--- config.mk ---
export PLATFORM = sky130hd
export DESIGN_NAME = glyph_cell_alpha_compositor_top
export DESIGN_NICKNAME = d
export VERILOG_FILES = /design/src/hdl/gcac_pkg.sv /design/src/hdl/gcac_cfg.sv /design/src/hdl/gcac_blend.sv /design/src/hdl/gcac_seq.sv /design/src/hdl/glyph_cell_alpha_compositor_top.sv
export SDC_FILE = /design/constraint.sdc
export NUM_CORES = 1
export LEC_CHECK = 0
export BUFFER_PORTS_ARGS = -buffer_cell sky130_fd_sc_hd__buf_2
export CAP_MARGIN = 5
export CORE_ASPECT_RATIO = 0.5
export CORE_MARGIN = 5
export CORE_UTILIZATION = 30
export CTS_CLUSTER_DIAMETER = 150
export CTS_CLUSTER_SIZE = 20
export DETAILED_ROUTE_END_ITERATION = 16
export PLACE_DENSITY = 0.54
export SYNTH_ARGS = -nofsm -noshare
export SYNTH_HDL_FRONTEND = slang
export SYNTH_SLANG_ARGS = --single-unit
--- constraint.sdc ---
create_clock -name clk_i -period 8.75 [get_ports clk_i]
set_input_delay 1.3125 -clock clk_i [delete_from_list [all_inputs] [get_ports clk_i]]
set_output_delay 1.3125 -clock clk_i [all_outputs]
set_load 0.01 [all_outputs]
--- src/hdl/gcac_pkg.sv ---
// Shared types and constants for the glyph cell alpha compositor.
// No dependencies; every other file in hdl/ imports this package.
package gcac_pkg;

  localparam int unsigned DEF_MAX_CELL_WIDTH  = 32;
  localparam int unsigned DEF_MAX_CELL_HEIGHT = 64;

  localparam int unsigned COLOR_W    = 24;
  localparam int unsigned CHAN_W     = 8;
  localparam int unsigned COV_W      = 8;
  localparam int unsigned GW_W       = 6;
  localparam int unsigned CWREG_W    = 6;
  localparam int unsigned CHREG_W    = 7;
  localparam int unsigned COL_W      = 6;   // column counter
  localparam int unsigned ROW_W      = 7;   // row counter
  localparam int unsigned CW_W       = 7;   // effective width, holds up to 127
  localparam int unsigned CH_W       = 8;   // effective height, holds up to 255
  localparam int unsigned OCOL_W     = 5;
  localparam int unsigned OROW_W     = 6;
  localparam int unsigned ARGB_W     = 32;
  localparam int unsigned IDX_W      = 2;
  localparam int unsigned IN_TDATA_W  = 16;
  localparam int unsigned OUT_TDATA_W = 48;

  localparam logic [CHAN_W-1:0]  ALPHA_OPAQUE = 8'hFF;
  localparam logic [COLOR_W-1:0] FG_RESET     = 24'hFFFFFF;
  localparam logic [COLOR_W-1:0] BG_RESET     = 24'h000000;
  localparam logic [CWREG_W-1:0] CW_RESET     = 6'd8;
  localparam logic [CHREG_W-1:0] CH_RESET     = 7'd16;

  typedef enum logic [IDX_W-1:0] {
    CFG_FG_COLOR    = 2'd0,
    CFG_BG_COLOR    = 2'd1,
    CFG_CELL_WIDTH  = 2'd2,
    CFG_CELL_HEIGHT = 2'd3
  } cfg_idx_e;

  // Geometry and control handed from the register block to the sequencer.
  typedef struct packed {
    logic [CW_W-1:0] width;   // clamped cell width
    logic [CH_W-1:0] height;  // clamped cell height
    logic            clear;   // geometry written: restart the cell
  } geom_t;

endpackage

--- src/hdl/gcac_cfg.sv ---
// Configuration registers and clamped cell geometry.
// Depends on gcac_pkg.
module gcac_cfg import gcac_pkg::*; #(
  parameter int unsigned MAX_CELL_WIDTH  = DEF_MAX_CELL_WIDTH,
  parameter int unsigned MAX_CELL_HEIGHT = DEF_MAX_CELL_HEIGHT
) (
  input  logic               clk_i,
  input  logic               rst_ni,
  input  logic               cfg_valid_i,
  output logic               cfg_ready_o,
  input  logic [IDX_W-1:0]   cfg_index_i,
  input  logic [COLOR_W-1:0] cfg_data_i,
  output logic [COLOR_W-1:0] fg_color_o,
  output logic [COLOR_W-1:0] bg_color_o,
  output geom_t              geom_o
);

  localparam logic [CW_W-1:0] MaxW = CW_W'(MAX_CELL_WIDTH);
  localparam logic [CH_W-1:0] MaxH = CH_W'(MAX_CELL_HEIGHT);

  logic [COLOR_W-1:0] fg_q, bg_q;
  logic [CWREG_W-1:0] cw_q;
  logic [CHREG_W-1:0] ch_q;
  logic               wr;
  logic [CW_W-1:0]    cw_ext;
  logic [CH_W-1:0]    ch_ext;

  assign cfg_ready_o = 1'b1;
  assign wr          = cfg_valid_i;

  always_ff @(posedge clk_i or negedge rst_ni) begin
    if (!rst_ni) begin
      fg_q <= FG_RESET;
      bg_q <= BG_RESET;
      cw_q <= CW_RESET;
      ch_q <= CH_RESET;
    end else if (wr) begin
      case (cfg_idx_e'(cfg_index_i))
        CFG_FG_COLOR:    fg_q <= cfg_data_i;
        CFG_BG_COLOR:    bg_q <= cfg_data_i;
        CFG_CELL_WIDTH:  cw_q <= cfg_data_i[CWREG_W-1:0];
        CFG_CELL_HEIGHT: ch_q <= cfg_data_i[CHREG_W-1:0];
        default: ;
      endcase
    end
  end

  assign cw_ext = CW_W'(cw_q);
  assign ch_ext = CH_W'(ch_q);

  always_comb begin
    if (cw_q == '0)          geom_o.width = CW_W'(1);
    else if (cw_ext > MaxW)  geom_o.width = MaxW;
    else                     geom_o.width = cw_ext;
    if (ch_q == '0)          geom_o.height = CH_W'(1);
    else if (ch_ext > MaxH)  geom_o.height = MaxH;
    else                     geom_o.height = ch_ext;
    geom_o.clear = wr && ((cfg_index_i == CFG_CELL_WIDTH) ||
                          (cfg_index_i == CFG_CELL_HEIGHT));
  end

  assign fg_color_o = fg_q;
  assign bg_color_o = bg_q;

endmodule

--- src/hdl/gcac_blend.sv ---
// Per-channel alpha blend of foreground over background, RGB888.
// Depends on gcac_pkg.
module gcac_blend import gcac_pkg::*; (
  input  logic [COLOR_W-1:0] fg_i,
  input  logic [COLOR_W-1:0] bg_i,
  input  logic [COV_W-1:0]   alpha_i,
  output logic [COLOR_W-1:0] rgb_o
);

  localparam int unsigned NCH = COLOR_W / CHAN_W;
  localparam int unsigned MW  = 2 * CHAN_W;

  logic [COV_W-1:0] inv_alpha;
  assign inv_alpha = ALPHA_OPAQUE - alpha_i;

  for (genvar c = 0; c < NCH; c++) begin : g_chan
    logic [MW-1:0] mix;
    logic [MW:0]   fold;
    // Floor of mix/255: exact for mix below 65535 (max here is 255*255).
    assign mix  = MW'(fg_i[c*CHAN_W +: CHAN_W]) * MW'(alpha_i)
                + MW'(bg_i[c*CHAN_W +: CHAN_W]) * MW'(inv_alpha);
    assign fold = (MW+1)'(mix) + (MW+1)'(1) + (MW+1)'(mix[MW-1:CHAN_W]);
    assign rgb_o[c*CHAN_W +: CHAN_W] = fold[MW-1:CHAN_W];
  end

endmodule

--- src/hdl/gcac_seq.sv ---
// Input word register, cell position counters, row padding and output register.
// Depends on gcac_pkg; the blended color arrives from gcac_blend.
module gcac_seq import gcac_pkg::*; (
  input  logic               clk_i,
  input  logic               rst_ni,
  input  geom_t              geom_i,
  input  logic [COLOR_W-1:0] bg_color_i,
  // input side
  input  logic               in_valid_i,
  output logic               in_ready_o,
  input  logic               in_req_i,
  input  logic [COV_W-1:0]   in_cov_i,
  input  logic [GW_W-1:0]    in_gw_i,
  // blend unit
  output logic [COV_W-1:0]   blend_alpha_o,
  input  logic [COLOR_W-1:0] blend_rgb_i,
  // output side
  output logic               out_valid_o,
  input  logic               out_ready_i,
  output logic [COLOR_W-1:0] out_rgb_o,
  output logic [OCOL_W-1:0]  out_col_o,
  output logic [OROW_W-1:0]  out_row_o,
  output logic               out_rend_o,
  output logic               out_cend_o
);

  logic               item_vld_q;
  logic               item_req_q;
  logic [COV_W-1:0]   item_cov_q;
  logic [GW_W-1:0]    item_gw_q;
  logic               pad_q, pad_d;
  logic [COL_W-1:0]   col_q, col_d;
  logic [ROW_W-1:0]   row_q, row_d;
  logic               out_vld_q;
  logic [COLOR_W-1:0] out_rgb_q;
  logic [OCOL_W-1:0]  out_col_q;
  logic [OROW_W-1:0]  out_row_q;
  logic               out_rend_q, out_cend_q;

  logic               out_free, emit, item_take, is_cov, rend, cend;
  logic [CW_W-1:0]    gw_ext, gw_sat, col_inc;
  logic [CH_W-1:0]    row_inc;
  logic [COL_W-1:0]   col_e;
  logic [ROW_W-1:0]   row_e;
  logic [COLOR_W-1:0] pix;

  assign out_free  = !out_vld_q || out_ready_i;
  assign item_take = out_free && !pad_q && item_vld_q;
  assign emit      = out_free && (pad_q || item_vld_q);
  assign in_ready_o = !item_vld_q || item_take;

  assign gw_ext = CW_W'(item_gw_q);
  assign gw_sat = (gw_ext > geom_i.width) ? geom_i.width : gw_ext;
  assign is_cov = !item_req_q && (gw_sat != '0);

  // Fold a stale position back into the cell.
  assign col_e   = (CW_W'(col_q) >= geom_i.width) ? '0 : col_q;
  assign row_e   = (CH_W'(row_q) >= geom_i.height) ? '0 : row_q;
  assign col_inc = CW_W'(col_e) + CW_W'(1);
  assign row_inc = CH_W'(row_e) + CH_W'(1);
  assign rend    = col_inc >= geom_i.width;
  assign cend    = rend && (row_inc >= geom_i.height);

  assign blend_alpha_o = item_cov_q;
  assign pix = (!pad_q && is_cov) ? blend_rgb_i : bg_color_i;

  always_comb begin
    col_d = col_q;
    row_d = row_q;
    pad_d = pad_q;
    if (geom_i.clear) begin
      col_d = '0;
      row_d = '0;
      pad_d = 1'b0;
    end else if (emit) begin
      if (rend) begin
        col_d = '0;
        row_d = cend ? '0 : row_inc[ROW_W-1:0];
      end else begin
        col_d = col_inc[COL_W-1:0];
      end
      if (pad_q || !is_cov) pad_d = !rend;
      else                  pad_d = !rend && (col_inc >= gw_sat);
    end
  end

  always_ff @(posedge clk_i or negedge rst_ni) begin
    if (!rst_ni) begin
      item_vld_q <= 1'b0;
      pad_q      <= 1'b0;
      col_q      <= '0;
      row_q      <= '0;
      out_vld_q  <= 1'b0;
      out_rend_q <= 1'b0;
      out_cend_q <= 1'b0;
    end else begin
      pad_q <= pad_d;
      col_q <= col_d;
      row_q <= row_d;
      if (in_valid_i && in_ready_o) item_vld_q <= 1'b1;
      else if (item_take)           item_vld_q <= 1'b0;
      if (emit) begin
        out_vld_q  <= 1'b1;
        out_rend_q <= rend;
        out_cend_q <= cend;
      end else if (out_ready_i) begin
        out_vld_q <= 1'b0;
      end
    end
  end

  // Payload registers: no reset.
  always_ff @(posedge clk_i) begin
    if (in_valid_i && in_ready_o) begin
      item_req_q <= in_req_i;
      item_cov_q <= in_cov_i;
      item_gw_q  <= in_gw_i;
    end
    if (emit) begin
      out_rgb_q <= pix;
      out_col_q <= col_e[OCOL_W-1:0];
      out_row_q <= row_e[OROW_W-1:0];
    end
  end

  assign out_valid_o = out_vld_q;
  assign out_rgb_o   = out_rgb_q;
  assign out_col_o   = out_col_q;
  assign out_row_o   = out_row_q;
  assign out_rend_o  = out_rend_q;
  assign out_cend_o  = out_cend_q;

`ifndef SYNTHESIS
  a_cend_has_rend: assert property (@(posedge clk_i) disable iff (!rst_ni)
    out_vld_q && out_cend_q |-> out_rend_q)
    else $error("cell end without row end");
  a_pad_after_open_row: assert property (@(posedge clk_i) disable iff (!rst_ni)
    pad_q |-> !out_rend_q)
    else $error("padding active after a row end");
  a_no_take_while_pad: assert property (@(posedge clk_i) disable iff (!rst_ni)
    pad_q |-> !item_take)
    else $error("item consumed during padding");
  a_stall_holds_pos: assert property (@(posedge clk_i) disable iff (!rst_ni)
    out_vld_q && !out_ready_i && !geom_i.clear |=> $stable(col_q) && $stable(row_q))
    else $error("position moved while output stalled");
`endif

endmodule

--- src/hdl/glyph_cell_alpha_compositor_top.sv ---
// Top level of the glyph cell alpha compositor.
// Depends on gcac_pkg, gcac_cfg, gcac_blend and gcac_seq.
//
//  channel | dir | handshake                  | payload
//  --------+-----+----------------------------+------------------------------------------
//  s_axis  | in  | s_axis_tvalid_i/tready_o   | tdata coverage, glyph_width; tuser req_type
//  m_axis  | out | m_axis_tvalid_o/tready_i   | tdata argb, column, row; tlast row_end;
//          |     |                            | tuser cell_end
//  cfg     | in  | cfg_valid_i/cfg_ready_o    | cfg_index_i register, cfg_data_i value
//
// A coverage word gives one pixel, which is registered into the output register as the word
// moves out of the input register. A word that closes a row early, or an empty-row word,
// also gives one background pixel for each position that pads the row; the input stalls
// while padding runs. Reset clears counters and valid flags and sets the configuration
// registers to their reset values, with no clearing pass; payload registers are not reset.
// A stalled output holds its word and, unless the geometry is written, the cell position.
module glyph_cell_alpha_compositor_top import gcac_pkg::*; #(
  parameter int unsigned MAX_CELL_WIDTH  = DEF_MAX_CELL_WIDTH,
  parameter int unsigned MAX_CELL_HEIGHT = DEF_MAX_CELL_HEIGHT
) (
  input  logic                   clk_i,
  input  logic                   rst_ni,
  // coverage stream
  input  logic                   s_axis_tvalid_i,
  output logic                   s_axis_tready_o,
  input  logic [IN_TDATA_W-1:0]  s_axis_tdata_i,  // [7:0] coverage, [13:8] glyph_width, [15:14] unused
  input  logic                   s_axis_tuser_i,  // [0] req_type
  // pixel stream
  output logic                   m_axis_tvalid_o,
  input  logic                   m_axis_tready_i,
  output logic [OUT_TDATA_W-1:0] m_axis_tdata_o,  // [31:0] pixel_argb, [36:32] pixel_column,
                                                  // [42:37] pixel_row, zeros above
  output logic                   m_axis_tlast_o,  // row_end
  output logic                   m_axis_tuser_o,  // [0] cell_end
  // register writes
  input  logic                   cfg_valid_i,
  output logic                   cfg_ready_o,
  input  logic [IDX_W-1:0]       cfg_index_i,
  input  logic [COLOR_W-1:0]     cfg_data_i
);

  localparam int unsigned OUT_USED = ARGB_W + OCOL_W + OROW_W;

  logic [COLOR_W-1:0] fg_color, bg_color, blend_rgb, out_rgb;
  logic [COV_W-1:0]   blend_alpha;
  logic [OCOL_W-1:0]  out_col;
  logic [OROW_W-1:0]  out_row;
  geom_t              geom;

  gcac_cfg #(
    .MAX_CELL_WIDTH (MAX_CELL_WIDTH),
    .MAX_CELL_HEIGHT(MAX_CELL_HEIGHT)
  ) u_cfg (
    .clk_i      (clk_i),
    .rst_ni     (rst_ni),
    .cfg_valid_i(cfg_valid_i),
    .cfg_ready_o(cfg_ready_o),
    .cfg_index_i(cfg_index_i),
    .cfg_data_i (cfg_data_i),
    .fg_color_o (fg_color),
    .bg_color_o (bg_color),
    .geom_o     (geom)
  );

  // Blend sits between the input word register and the output register.
  gcac_blend u_blend (
    .fg_i   (fg_color),
    .bg_i   (bg_color),
    .alpha_i(blend_alpha),
    .rgb_o  (blend_rgb)
  );

  gcac_seq u_seq (
    .clk_i        (clk_i),
    .rst_ni       (rst_ni),
    .geom_i       (geom),
    .bg_color_i   (bg_color),
    .in_valid_i   (s_axis_tvalid_i),
    .in_ready_o   (s_axis_tready_o),
    .in_req_i     (s_axis_tuser_i),
    .in_cov_i     (s_axis_tdata_i[COV_W-1:0]),
    .in_gw_i      (s_axis_tdata_i[COV_W +: GW_W]),
    .blend_alpha_o(blend_alpha),
    .blend_rgb_i  (blend_rgb),
    .out_valid_o  (m_axis_tvalid_o),
    .out_ready_i  (m_axis_tready_i),
    .out_rgb_o    (out_rgb),
    .out_col_o    (out_col),
    .out_row_o    (out_row),
    .out_rend_o   (m_axis_tlast_o),
    .out_cend_o   (m_axis_tuser_o)
  );

  // Pack the pixel word: opaque alpha on top of the pixel color (blended or background).
  assign m_axis_tdata_o = {{(OUT_TDATA_W-OUT_USED){1'b0}}, out_row, out_col,
                           ALPHA_OPAQUE, out_rgb};

endmodule
==> flow_summary.yaml <==
floorplanning:
  coreArea_sq_um: 68920
  die_area_sq_um: 75260
  placementRows: 68
  chipWidth_microns: 383.0
  start_util_pct: 30.28
  chipHeight_microns: 196.5
  io_pins: 101
min_path:
  hold_class: "flop to flop"
  hold_start: "u_seq.out_cend_o"
  holdPathEnd: "u_seq.out_cend_o"
  min_path_cells: 2
detailed_routing:
  wl_met3_mm: 1.350
  route.vias.total: 14793
  wl_met1_mm: 24.44
  drt_pass1_iterations: 7
  drt_iter0_drc: 620
  routedWlPerCell_microns: 16.07
  ant_nets: 0
  met2_length_mm: 24.45
  drc: 0
  top_layer: "met4"
  wirelength_mm: 51.13
  vias_per_cell: 4.649
setup_path:
  r2r-end: "u_seq.out_rgb_o[15]"
  start_kind: "flop"
  worstRegToRegCells: 24
  worst_ep_required_time_ns: 8.96
  cp.arrival_ns: 8.43
  crit_type: "flop to flop"
  crit_fanout: 18
  reg2reg_from: "u_seq.blend_alpha_o[2]"
  timing.critical_path.to_type: "flop"
  r2r_setup_slack_ns: 0.54
logic_synthesis:
  synth_area_sq_um: 20870
  synth_ff_type: "dfrtp_1"
  synth_async_sr_flop_share_pct: 61.24
  yosysTopAreaCell: "fa_1"
  synth_warnings: 0
  synth_area_leaders: "fa_1 28%, ha_1 15%, inv_1 8.0%"
  synth_cells: 2194
  syn_area_per_cell_sq_um: 9.512
  synth_edf_count: 50
  ys_seq_area_share_pct: 16.82
  synth.distinct_cells: 81
  synth_seq_cells: 129
  synth_top_area_share_pct: 27.63
finish:
  postLayoutCellArea_sq_um: 22940
  final_common_cell: "inv_1"
  layout_common_cells: "446 x inv_1, 288 x fa_1, 245 x ha_1, 138 x nand2_1, 137 x nor2b_1"
  area_delta_synth_final_pct: 9.904
  n_fill_cell: 7172
  drive_gt1_share_pct: 11.28
  nNetsFinal: 2838
sta:
  relSlewSlack_pct: 25.38
  worst_pin_slew_ns: 1.119
  setup_viol: 0
  period_minus_slack_ns: 8.214
  finalMaxSlewViolations: 0
  setup_tns_ns: 0
  max_freq_ghz: 0.1218
  hold_viol: 0
  fin_crit_sh_pct: 93.87
  finalClockSkew_ns: 0.01031
  rsz0062_at_grt: "false"
grt:
  grt_pass1_wl_mm: 84.90
  grt_max_degree: 50
  grt_use_total_pct: 14.09
  overflow: 0
  grt_antenna_before_repair: 2
  grt_pass1_vias: 15905
clock_network:
  root_buffer: "clkbuf_16"
  htree_num_levels: 4
  post_cts_buffers: 0
  path_clk_slew_ns: 0.07
  insertion_delay_ns: 0.46
  cts.sinks: 129
  cts_buffers: 17
  clockBufferDepth: 2
  hold_buffers: 0
  cts_tree: "yes"
  ctsResizeCount: 0
status:
  outcome: "complete, no violations"
job:
  drv_cap: 0
placement:
  place.gp.congestion: 0.8452
  numPortBuffers: 84
  place_area_sq_um: 22350
  hpwl_mm: 39.86
==> cells in the mapped netlist, types with 8 or more instances <==
| library cell | count |
|---|---|
| dfstp_2 | 26 |
| and3_1 | 10 |
| edfxtp_1 | 50 |
| nor2b_1 | 137 |
| nor3_1 | 14 |
| a211oi_1 | 8 |
| inv_1 | 447 |
| o21a_1 | 17 |
| a21o_1 | 37 |
| xor2_1 | 8 |
| a21oi_1 | 50 |
| nand4_1 | 10 |
| nand3_1 | 22 |
| and2_1 | 131 |
| nor2_1 | 55 |
| buf_4 | 14 |
| o31ai_1 | 8 |
| nand2_1 | 138 |
| nand2b_1 | 87 |
| xnor2_1 | 45 |
| o21ai_0 | 37 |
| ha_1 | 245 |
| a22o_1 | 9 |
| or3_1 | 9 |
| fa_1 | 288 |
| mux2_2 | 65 |
| dfrtp_1 | 53 |
| clkbuf_1 | 59 |
==> layout make-up <==
cell class / count / area (sq um) / share of cell area, %
Tap cell: 910 / 1139 / 4.964
Multi-Input combinational cell: 1554 / 15410 / 67.19
Sequential cell: 129 / 3511 / 15.31
Clock buffer: 20 / 457.9 / 1.997
Timing Repair Buffer: 108 / 615.6 / 2.684
Inverter: 447 / 1678 / 7.315
Clock inverter: 12 / 120.1 / 0.5237
Antenna cell: 2 / 5.005 / 0.02182
==> sequential cells by signal, summed over array words and instances (netlist names) <==
name / flops
u_seq.out_valid_o: 1
u_seq.item_req_q: 1
u_seq.row_q: 7
u_cfg.ch_q: 7
u_cfg.bg_color_o: 24
u_cfg.cw_q: 6
u_seq.out_col_o: 5
u_seq.col_q: 6
u_seq.out_row_o: 6
u_seq.blend_alpha_o: 8
u_seq.out_rend_o: 1
u_seq.item_vld_q: 1
u_seq.item_gw_q: 6
u_cfg.fg_color_o: 24
u_seq.pad_q: 1
u_seq.out_cend_o: 1
u_seq.out_rgb_o: 24
==> worst max-delay path by stage <==
| stage | start | to | cells past startpoint |
|---|---|---|---|
| global placement | u_seq.blend_alpha_o[2] | u_seq.out_rgb_o[9] | 24 |
| CTS | u_seq.blend_alpha_o[2] | u_seq.out_rgb_o[15] | 24 |
| detailed placement | u_seq.blend_alpha_o[2] | u_seq.out_rgb_o[15] | 24 |
| finish | u_seq.blend_alpha_o[2] | u_seq.out_rgb_o[15] | 24 |
| floorplan | u_seq.blend_alpha_o[1] | u_seq.out_rgb_o[1] | 26 |
| global route | u_seq.blend_alpha_o[2] | u_seq.out_rgb_o[21] | 27 |
==> critical path: stages, from the launching register on <==
cell	delay, ns
edfxtp_1	0.88
buf_4	0.35
buf_4	0.29
nand2_1	0.11
fa_1	0.51
fa_1	0.52
fa_1	0.51
inv_1	0.05
fa_1	0.56
fa_1	0.44
fa_1	0.48
ha_1	0.36
a21oi_1	0.29
o221ai_1	0.21
a311o_1	0.40
and2_0	0.24
ha_1	0.31
o21a_1	0.10
o21ai_0	0.06
nand2_1	0.07
o221a_2	0.20
nand2_1	0.08
o31ai_2	0.48
nand4_1	0.18
a31o_2	0.26
==> routing by layer <==
layer,track usage (%),vias to the layer above
li1,-,7058
met1,19.00,7528
met2,24.27,163
met3,1.816,44
met4,3.306,0
met5,0,-
==> logic make-up (layout without fill, tap and decap cells) <==
logic type                 count (synthesis)  in the layout  synth area share (%)
AOI/OAI and AO/OA                        238            238                 8.100
xor gates and xnor gates                  54             54                 2.332
adders and majority gates                534            534                 42.36
buffers and inverters                    526            587                 9.718
DFF                                      129            129                 16.82
muxes                                     70             70                 3.747
other                                      2             19               0.03598
and+or+nand+nor                          641            641                 16.88
==> metrics by stage <==
step                      setup WS [ns]  std cells  util (%)  hold WS, ns
final                            0.5365       3182     33.28       0.4856
after global routing            0.08660       3182     33.28       0.5167
after CTS                        0.5648       3180     33.28       0.4891
after detailed placement         0.6489       3148     32.44       0.4756
after global placement           0.6420       3148     32.44       0.4643
after floorplan                   1.358       2209         -       0.4552
Power is left out: the tool's default activity adds up to more than one toggle a clock period on the data nets, which glitch-free logic cannot reach.
